==> config.mk <==
export PLATFORM = sky130hd
export DESIGN_NAME = meta_entry_bit_encoder
export DESIGN_NICKNAME = d
export VERILOG_FILES = /design/src/hdl/meb_pkg.sv /design/src/hdl/meta_entry_bit_encoder.sv /design/src/hdl/meb_front.sv /design/src/hdl/meb_queue.sv /design/src/hdl/meb_back.sv
export VERILOG_INCLUDE_DIRS = /design/src /design/src/hdl
export SDC_FILE = /design/constraint.sdc
export NUM_CORES = 2
export LEC_CHECK = 0
export BUFFER_PORTS_ARGS = -buffer_cell sky130_fd_sc_hd__buf_2
export CORE_MARGIN = 2
export CORE_UTILIZATION = 55
export CTS_CLUSTER_SIZE = 12
export DETAILED_ROUTE_END_ITERATION = 6
export PLACE_DENSITY = 0.76
export SYNTH_ARGS = -nofsm -noshare
export SYNTH_HDL_FRONTEND = slang
export SYNTH_HIERARCHICAL = 1
export SYNTH_SLANG_ARGS = --single-unit
==> constraint.sdc <==
create_clock -name i_clk -period 36.9 [get_ports i_clk]
set_input_delay 7.38 -clock i_clk [delete_from_list [all_inputs] [get_ports i_clk]]
set_output_delay 7.38 -clock i_clk [all_outputs]
set_load 0.03 [all_outputs]
==> src/hdl/meta_entry_bit_encoder_macros.svh <==
// Assertion macros for the meta entry bit encoder.
`ifndef META_ENTRY_BIT_ENCODER_MACROS_SVH
`define META_ENTRY_BIT_ENCODER_MACROS_SVH
`ifndef SYNTH
// Same-cycle implication, checked out of reset.
`define MEB_ASSERT_IMPLIES(lbl, ante, cons, msg) \
    lbl: assert property (@(posedge i_clk) disable iff (!i_rst_n) (ante) |-> (cons)) \
        else $error(msg);
// Next-cycle implication, checked out of reset.
`define MEB_ASSERT_NEXT(lbl, ante, cons, msg) \
    lbl: assert property (@(posedge i_clk) disable iff (!i_rst_n) (ante) |=> (cons)) \
        else $error(msg);
`else
`define MEB_ASSERT_IMPLIES(lbl, ante, cons, msg)
`define MEB_ASSERT_NEXT(lbl, ante, cons, msg)
`endif
`endif

==> src/hdl/meb_pkg.sv <==
// Types and constants shared by the meta entry bit encoder modules.
package meb_pkg;

    localparam int MAX_FIELD_WIDTH = 32;
    localparam int FIELD_W         = 32;
    localparam int WORD_W          = 64;
    localparam int STR_W           = 192;
    localparam int VARINT_BYTES    = 10;
    localparam int VARINT_W        = 80;
    localparam int CFG_W           = 6;
    localparam int CFG_IDX_W       = 2;
    localparam int LEN_W           = 8;
    localparam int WNUM_W          = 2;

    // Queue between the front and back ends; depth must be a power of two.
    localparam int Q_DEPTH = 2;
    localparam int Q_PTR_W = 1;
    localparam int Q_CNT_W = 2;

    // Configuration register indexes.
    localparam logic [CFG_IDX_W-1:0] REG_MID_WIDTH    = 2'd0;
    localparam logic [CFG_IDX_W-1:0] REG_ROUTER_WIDTH = 2'd1;
    localparam logic [CFG_IDX_W-1:0] REG_INSERT_WIDTH = 2'd2;

    // Reset values of the configuration registers.
    localparam logic [CFG_W-1:0] RST_MID_WIDTH    = 6'd1;
    localparam logic [CFG_W-1:0] RST_ROUTER_WIDTH = 6'd16;
    localparam logic [CFG_W-1:0] RST_INSERT_WIDTH = 6'd8;

    typedef struct packed {
        logic signed [63:0] offset;
        logic [FIELD_W-1:0] mid_value;
        logic [FIELD_W-1:0] router_value;
        logic [FIELD_W-1:0] insert_value;
    } t_in_item;

    typedef struct packed {
        logic [WORD_W-1:0] packed_word;
        logic [WNUM_W-1:0] word_number;
        logic [LEN_W-1:0]  bit_length;
        logic              last_word;
    } t_out_item;

    // One classified entry: varint image, masked fields and bit positions.
    typedef struct packed {
        logic [VARINT_W-1:0] varint;
        logic [FIELD_W-1:0]  mid_field;
        logic [FIELD_W-1:0]  router_field;
        logic [FIELD_W-1:0]  insert_field;
        logic [LEN_W-1:0]    mid_pos;
        logic [LEN_W-1:0]    router_pos;
        logic [LEN_W-1:0]    insert_pos;
        logic [LEN_W-1:0]    bit_length;
        logic [WNUM_W-1:0]   last_index;
    } t_q_entry;

    typedef struct packed {
        logic full;
        logic empty;
    } t_q_status;

endpackage

==> src/hdl/meta_entry_bit_encoder.sv <==
// Top level of the meta entry bit encoder: front end, queue and back end.
//
//   Channel   Direction  Handshake          Payload
//   input     in         push / full        i_item   (t_in_item)
//   result    out        empty / pop        o_result (t_out_item), 1 to 3 per entry
//   config    in         i_cfg_we           i_cfg_idx, i_cfg_data
//
// An entry yields one result word per cycle while pop is held high, so it occupies
// the back end for one to three words depending on its bit length; the front end takes a new
// entry every cycle while the two-entry queue has room.
// An input entry passes the front-stage register and the queue into the result register.
// Reset is synchronous and active low and empties the front stage, queue and
// result register; configuration registers return to 1, 16 and 8.
// Either side may stall independently; a held result leaves its word in place.
`include "meta_entry_bit_encoder_macros.svh"
module meta_entry_bit_encoder (
    input  logic                          i_clk,
    input  logic                          i_rst_n,
    input  logic                          i_cfg_we,
    input  logic [meb_pkg::CFG_IDX_W-1:0] i_cfg_idx,
    input  logic [meb_pkg::CFG_W-1:0]     i_cfg_data,
    input  logic                          push,
    output logic                          full,
    input  meb_pkg::t_in_item             i_item,
    output logic                          empty,
    input  logic                          pop,
    output meb_pkg::t_out_item            o_result
);
    import meb_pkg::*;

    t_q_entry  front_entry;
    t_q_entry  queue_entry;
    t_q_status q_status;
    logic      q_push;
    logic      q_pop;

    // Classifies each entry and computes its bit positions.
    meb_front u_front (
        .i_clk      (i_clk),
        .i_rst_n    (i_rst_n),
        .i_cfg_we   (i_cfg_we),
        .i_cfg_idx  (i_cfg_idx),
        .i_cfg_data (i_cfg_data),
        .i_push     (push),
        .o_full     (full),
        .i_item     (i_item),
        .i_q_status (q_status),
        .o_q_push   (q_push),
        .o_q_entry  (front_entry)
    );

    // Decouples the two ends.
    meb_queue u_queue (
        .i_clk    (i_clk),
        .i_rst_n  (i_rst_n),
        .i_push   (q_push),
        .i_entry  (front_entry),
        .i_pop    (q_pop),
        .o_entry  (queue_entry),
        .o_status (q_status)
    );

    // Builds the string and hands out its words.
    meb_back u_back (
        .i_clk      (i_clk),
        .i_rst_n    (i_rst_n),
        .i_entry    (queue_entry),
        .i_q_status (q_status),
        .o_q_pop    (q_pop),
        .o_empty    (empty),
        .i_pop      (pop),
        .o_result   (o_result)
    );

    // A word that is not the last must leave string bits for a later word.
    `MEB_ASSERT_IMPLIES(a_not_last_len, !empty && !o_result.last_word, ({1'b0, o_result.bit_length} > ((9'(o_result.word_number) + 9'd1) << 6)), "word marked not last but string ends here")
    // The last word must still hold string bits.
    `MEB_ASSERT_IMPLIES(a_last_len, !empty && o_result.last_word, ({1'b0, o_result.bit_length} > (9'(o_result.word_number) << 6)), "last word lies past the end of the string")
    // After a word that is not the last transfers, the next word follows.
    `MEB_ASSERT_NEXT(a_word_step, pop && !empty && !o_result.last_word, !empty && (o_result.word_number == $past(o_result.word_number) + 2'd1), "word sequence broken within an entry")

endmodule

==> src/hdl/meb_front.sv <==
// Front end: configuration registers, zigzag varint coding and field placement.
module meb_front (
    input  logic                       i_clk,
    input  logic                       i_rst_n,
    input  logic                       i_cfg_we,
    input  logic [meb_pkg::CFG_IDX_W-1:0] i_cfg_idx,
    input  logic [meb_pkg::CFG_W-1:0]  i_cfg_data,
    input  logic                       i_push,
    output logic                       o_full,
    input  meb_pkg::t_in_item          i_item,
    input  meb_pkg::t_q_status         i_q_status,
    output logic                       o_q_push,
    output meb_pkg::t_q_entry          o_q_entry
);
    import meb_pkg::*;

    logic [CFG_W-1:0]    r_mid_w, r_router_w, r_insert_w;
    logic [CFG_W-1:0]    cfg_clamped;
    logic                r_valid;
    t_q_entry            r_entry;
    t_q_entry            n_entry;
    logic                advance;
    logic [63:0]         zz;
    logic [VARINT_W-1:0] zz_ext;
    logic [VARINT_BYTES-1:0] nz;
    logic [3:0]          nbytes;
    logic [VARINT_W-1:0] varint;

    // Widths above the field size saturate when written.
    assign cfg_clamped = (i_cfg_data > CFG_W'(MAX_FIELD_WIDTH)) ?
                         CFG_W'(MAX_FIELD_WIDTH) : i_cfg_data;

    // Configuration register writes.
    always_ff @(posedge i_clk) begin
        if (!i_rst_n) begin
            r_mid_w    <= RST_MID_WIDTH;
            r_router_w <= RST_ROUTER_WIDTH;
            r_insert_w <= RST_INSERT_WIDTH;
        end else if (i_cfg_we) begin
            unique case (i_cfg_idx)
                REG_MID_WIDTH:    r_mid_w    <= cfg_clamped;
                REG_ROUTER_WIDTH: r_router_w <= cfg_clamped;
                REG_INSERT_WIDTH: r_insert_w <= cfg_clamped;
                default: ;
            endcase
        end
    end

    // Zigzag map and split into 7-bit groups.
    assign zz     = {i_item.offset[62:0], 1'b0} ^ {64{i_item.offset[63]}};
    assign zz_ext = VARINT_W'(zz);

    // Byte count from the highest nonzero group, then the byte image.
    always_comb begin
        for (int j = 0; j < VARINT_BYTES; j++) begin
            nz[j] = |zz_ext[7*j +: 7];
        end
        nbytes = 4'd1;
        for (int j = 1; j < VARINT_BYTES; j++) begin
            if (nz[j]) begin
                nbytes = 4'(j + 1);
            end
        end
        for (int j = 0; j < VARINT_BYTES; j++) begin
            varint[8*j +: 8] = {(4'(j + 1) < nbytes), zz_ext[7*j +: 7]};
        end
    end

    // Field masks and bit positions of each part of the string.
    always_comb begin
        n_entry.varint       = varint;
        n_entry.mid_field    = i_item.mid_value &
                               FIELD_W'((33'd1 << r_mid_w) - 33'd1);
        n_entry.router_field = i_item.router_value &
                               FIELD_W'((33'd1 << r_router_w) - 33'd1);
        n_entry.insert_field = i_item.insert_value &
                               FIELD_W'((33'd1 << r_insert_w) - 33'd1);
        n_entry.mid_pos      = {1'b0, nbytes, 3'b000};
        n_entry.router_pos   = n_entry.mid_pos + LEN_W'(r_mid_w);
        n_entry.insert_pos   = n_entry.router_pos + LEN_W'(r_router_w);
        n_entry.bit_length   = n_entry.insert_pos + LEN_W'(r_insert_w);
        n_entry.last_index   = WNUM_W'((n_entry.bit_length - 8'd1) >> 6);
    end

    // The stage moves on when empty or when the queue takes its entry.
    assign advance  = !r_valid || !i_q_status.full;
    assign o_full   = !advance;
    assign o_q_push = r_valid && !i_q_status.full;
    assign o_q_entry = r_entry;

    always_ff @(posedge i_clk) begin
        if (!i_rst_n) begin
            r_valid <= 1'b0;
        end else if (advance) begin
            r_valid <= i_push;
        end
    end

    always_ff @(posedge i_clk) begin
        if (advance && i_push) begin
            r_entry <= n_entry;
        end
    end

endmodule

==> src/hdl/meb_queue.sv <==
// Short queue of classified entries between the front and back ends.
module meb_queue (
    input  logic               i_clk,
    input  logic               i_rst_n,
    input  logic               i_push,
    input  meb_pkg::t_q_entry  i_entry,
    input  logic               i_pop,
    output meb_pkg::t_q_entry  o_entry,
    output meb_pkg::t_q_status o_status
);
    import meb_pkg::*;

    t_q_entry             r_mem [Q_DEPTH];
    logic [Q_PTR_W-1:0]   r_wr, r_rd;
    logic [Q_CNT_W-1:0]   r_cnt;
    logic                 do_push, do_pop;

    assign o_status.full  = (r_cnt == Q_CNT_W'(Q_DEPTH));
    assign o_status.empty = (r_cnt == '0);
    assign do_push = i_push && !o_status.full;
    assign do_pop  = i_pop && !o_status.empty;
    assign o_entry = r_mem[r_rd];

    // Pointers and fill count; pointers wrap at the power-of-two depth.
    always_ff @(posedge i_clk) begin
        if (!i_rst_n) begin
            r_wr  <= '0;
            r_rd  <= '0;
            r_cnt <= '0;
        end else begin
            if (do_push) begin
                r_wr <= r_wr + 1'b1;
            end
            if (do_pop) begin
                r_rd <= r_rd + 1'b1;
            end
            if (do_push && !do_pop) begin
                r_cnt <= r_cnt + 1'b1;
            end else if (do_pop && !do_push) begin
                r_cnt <= r_cnt - 1'b1;
            end
        end
    end

    // Entry storage.
    always_ff @(posedge i_clk) begin
        if (do_push) begin
            r_mem[r_wr] <= i_entry;
        end
    end

endmodule

==> src/hdl/meb_back.sv <==
// Back end: assembles the bit string and hands it out one word per transfer.
module meb_back (
    input  logic                i_clk,
    input  logic                i_rst_n,
    input  meb_pkg::t_q_entry   i_entry,
    input  meb_pkg::t_q_status  i_q_status,
    output logic                o_q_pop,
    output logic                o_empty,
    input  logic                i_pop,
    output meb_pkg::t_out_item  o_result
);
    import meb_pkg::*;

    logic                r_valid;
    logic [STR_W-1:0]    r_str;
    logic [STR_W-1:0]    n_str;
    logic [WNUM_W-1:0]   r_k;
    logic [WNUM_W-1:0]   r_last_k;
    logic [LEN_W-1:0]    r_len;
    logic                is_last;
    logic                load;

    // Place the varint and the three fields at their bit positions.
    assign n_str = STR_W'(i_entry.varint)
                 | (STR_W'(i_entry.mid_field)    << i_entry.mid_pos)
                 | (STR_W'(i_entry.router_field) << i_entry.router_pos)
                 | (STR_W'(i_entry.insert_field) << i_entry.insert_pos);

    assign is_last = (r_k == r_last_k);
    assign load    = !i_q_status.empty && (!r_valid || (i_pop && is_last));
    assign o_q_pop = load;
    assign o_empty = !r_valid;

    // Word select for the current result.
    always_comb begin
        unique case (r_k)
            2'd0:    o_result.packed_word = r_str[0 +: WORD_W];
            2'd1:    o_result.packed_word = r_str[WORD_W +: WORD_W];
            2'd2:    o_result.packed_word = r_str[2*WORD_W +: WORD_W];
            default: o_result.packed_word = '0;
        endcase
        o_result.word_number = r_k;
        o_result.bit_length  = r_len;
        o_result.last_word   = is_last;
    end

    // Word sequencing: a new entry loads as the last word transfers.
    always_ff @(posedge i_clk) begin
        if (!i_rst_n) begin
            r_valid <= 1'b0;
            r_k     <= '0;
        end else if (load) begin
            r_valid <= 1'b1;
            r_k     <= '0;
        end else if (i_pop && r_valid) begin
            if (is_last) begin
                r_valid <= 1'b0;
            end else begin
                r_k <= r_k + 1'b1;
            end
        end
    end

    always_ff @(posedge i_clk) begin
        if (load) begin
            r_str    <= n_str;
            r_last_k <= i_entry.last_index;
            r_len    <= i_entry.bit_length;
        end
    end

endmodule
==> impl_metrics.py <==
metrics = {
    "cts": {
        "hold_buffers": 0,
        "cts_tree": "built",
        "clock-sinks": 848,
        "numCtsBuffers": 87,
        "cts_setup_buffers": 0,
        "ctsRootBufferMaster": "clkbuf_16",
        "post_cts_resized": 0,
        "clockBufferDepth": 3,
        "htree_levels": 3,
        "clkLatencyLatePin_ps": 690,
        "clk_pin_slew_ps": 60,
    },
    "die": {
        "die_w_um": 296.6,
        "io-pin-count": 250,
        "rows": 107,
        "core_area_um2": 85010,
        "die_h_um": 296.6,
        "die_area_um2": 87990,
        "start_util": 0.5540,
    },
    "worst_hold_path": {
        "worstHoldPathType": "flip-flop to flip-flop",
    },
    "timing": {
        "finalSetupViolations": 0,
        "worst_pin_slew_ps": 1578,
        "max_freq_mhz": 70.71,
        "finalMaxSlewViolations": 6,
        "setup_tns_ps": 0,
        "finalHoldViolations": 0,
        "finalCriticalPeriod_ps": 14140,
        "slew-limit-headroom": -0.08238,
        "rsz0062_at_grt": "false",
        "fin_worst_skew_ps": 39.77,
        "finalCritPeriodShare": 0.3833,
    },
    "worst_setup_path": {
        "critical_path.max_stage_delay_ps": 680,
        "required_ps": 37330,
        "start_kind": "primary input",
        "r2r_slack_ps": 30390,
        "critPathMostFrequentCell": "ha_1",
        "crit_slowest_cell": "buf_4",
        "arrival_ps": 14580,
        "path_max_fanout": 54,
        "cp-end-kind": "flip-flop",
        "critPathKind": "primary input to flip-flop",
    },
    "global_routing": {
        "antenna_found_initial": 12,
        "gr-total-overflow": 0,
        "grt_first_pass_wirelength_mm": 277.6,
        "grt_max_degree": 148,
        "grt_pass1_vias": 35310,
        "grt_usage": 0.4624,
    },
    "placement": {
        "routabilityCongestion": 1.141,
        "portBuffers": 249,
        "hpwl_mm": 149.2,
        "place_area_um2": 49340,
        "placedCellCount": 4985,
    },
    "power_and_ir_drop": {
        "clkPwrFrac": 0.171,
        "power.total_w": 0.004764,
        "power.share.switching": 0.4740,
        "p_sw_w": 0.002258,
        "combPwrFrac": 0.532,
        "p_leak_nw": 17.87,
        "p_seq_frac": 0.297,
        "worst_ir_drop_vdd_v": 0.0001147,
        "power_density_nw_per_um2": 91.75,
        "p_int_w": 0.002506,
    },
    "synth": {
        "synth_cells": 3755,
        "yosys_warnings": 6,
        "syn-cell-area_um2": 47100,
        "synth_cell_type_count": 105,
        "synth-seq-area-share": 0.5349,
        "synth.avg_cell_area_um2": 12.54,
        "synth_seq_cells": 848,
        "synth_edf_count": 821,
        "synth-main-ff-cell": "edfxtp_1",
        "async_flop_share": 0,
    },
    "detailed_routing": {
        "drt_pass1_iterations": 7,
        "antenna_left": 0,
        "wire_per_inst_um": 39.96,
        "routed_wl_mm": 204.9,
        "dr_total_vias": 37830,
        "vias_per_cell": 7.377,
        "post-route-drc-count": 29,
        "drtIter0Drc": 6482,
    },
    "layout": {
        "drive_gt1_frac": 0.2350,
        "postLayoutCellArea_um2": 51930,
        "areaGrowthSynthToFinish_pct": 10.25,
        "final_cells": 5128,
        "utilization": 0.6108,
        "layout.nets": 4129,
    },
    "outcome": {
        "status": "finished with violations",
        "violations": "DRC, capacitance limit, slew limit",
    },
    "job": {
        "cap_violations": 3,
    },
}
-- layout make-up --
cell class	count	area, µm²
Antenna cell	9	22.52
Tap cell	1144	1431
Fill cell	6398	33080
Multi-Input combinational cell	2593	20500
Sequential cell	848	25200
Clock inverter	27	277.8
Inverter	48	182.7
Timing Repair Buffer	352	2034
Clock buffer	107	2283
-- metrics by stage --
stage | hold WS (ps) | setup WS, ps
2_1_floorplan | 421.5 | 18790
3_3_place_gp | 422.0 | 22500
3_5_place_dp | 429.1 | 22220
4_1_cts | 431.1 | 22900
5_1_grt | 448.6 | 22510
6_report | 439.2 | 22760
-- logic make-up after synthesis --
group / share of synthesized area
AO/OA/AOI/OAI: 0.1490
XOR/XNOR: 0.01703
adder cells (fa/ha/maj): 0.007385
buffers and inverters: 0.03361
flip-flops: 0.5349
multiplexers: 0.1619
other: 0.00007962
AND/OR/NAND/NOR: 0.09614
-- power by group through the flow --
| stage | Sequential [W] | Clock, W | Combinational, W |
|---|---|---|---|
| 2_1_floorplan | 0.00148 | 0 | 0.00137 |
| 3_3_place_gp | 0.00142 | 0 | 0.00235 |
| 3_5_place_dp | 0.00143 | 0 | 0.00235 |
| 4_1_cts | 0.00142 | 0.000825 | 0.00236 |
| 5_1_grt | 0.00143 | 0.000858 | 0.00252 |
| 6_report | 0.00142 | 0.000815 | 0.00253 |
-- metal layers --
metal,up-vias,GRT usage,part of all wire
li1,15280,-,-
met1,18920,0.5885,0.37
met2,2905,0.6492,0.42
met3,713,0.1837,0.13
met4,20,0.3114,0.080
met5,-,0.006652,0.0011
-- Yosys cell counts (70+ instances only) --
cell        n  share of area
clkbuf_1  163          0.013
mux2i_1   137          0.029
a222oi_1   76          0.016
edfxtp_1  821           0.52
nand2_1   287          0.023
mux4_2    116          0.055
nor2_1    283          0.023
mux2_2    290          0.069
xor2_1     70          0.013
a21oi_1   135          0.014
nor2b_1    88          0.012
o22ai_1    84          0.011
o21ai_0    87         0.0092
-- path summary, 6_finish.rpt --
| check | from | to | cells past startpoint |
|---|---|---|---|
| hold / removal | u_front/o_q_entry[110]$_DFFE_PP_ | u_queue/r_mem[1][110]$_DFFE_PP_ | 0 |
| setup / recovery | i_item[159] | u_front/o_q_entry[1]$_DFFE_PP_ | 25 |
| setup reg to reg | flip-flop | u_back/r_str[162]$_DFFE_PP_ | 9 |
| hold reg to reg | u_front/o_q_entry[110]$_DFFE_PP_ | u_queue/r_mem[1][110]$_DFFE_PP_ | 0 |
-- flip-flops by register name, summed over array words and instances (netlist names), named ones only --
signal / flops
u_queue/r_mem: 420
u_front/o_q_entry: 199
u_back/r_str: 192
u_back/r_len: 8
u_front/r_insert_w: 6
u_front/r_mid_w: 6
u_front/r_router_w: 6
u_back/r_k: 2
u_back/r_last_k: 2
u_queue/r_cnt: 2
u_back/r_valid: 1
u_front/r_valid: 1
u_queue/r_rd: 1
u_queue/r_wr: 1
-- placed cells by master (no fill, tap or decap), drive strengths merged, types with 42 or more instances in the layout --
cell / n
a21oi: 137
a222oi: 76
a22oi: 71
and2: 42
buf: 352
clkbuf: 107
edfxtp: 821
inv: 44
mux2: 290
mux2i: 142
mux4: 127
nand2: 288
nand3: 58
nor2: 284
nor2b: 88
nor3: 61
o211ai: 53
o21ai: 99
o221ai: 48
o22ai: 84
xor2: 70
-- critical path, delay by kind of cell --
| family | cells | cell delay, ps |
|---|---|---|
| simple gates | 4 | 1180 |
| mux | 2 | 520 |
| buf+inv | 4 | 1230 |
| fa+ha+maj | 4 | 1480 |
| compound gates | 10 | 2630 |
| xor+xnor | 1 | 80 |
Power figures use the tool's default switching activity.
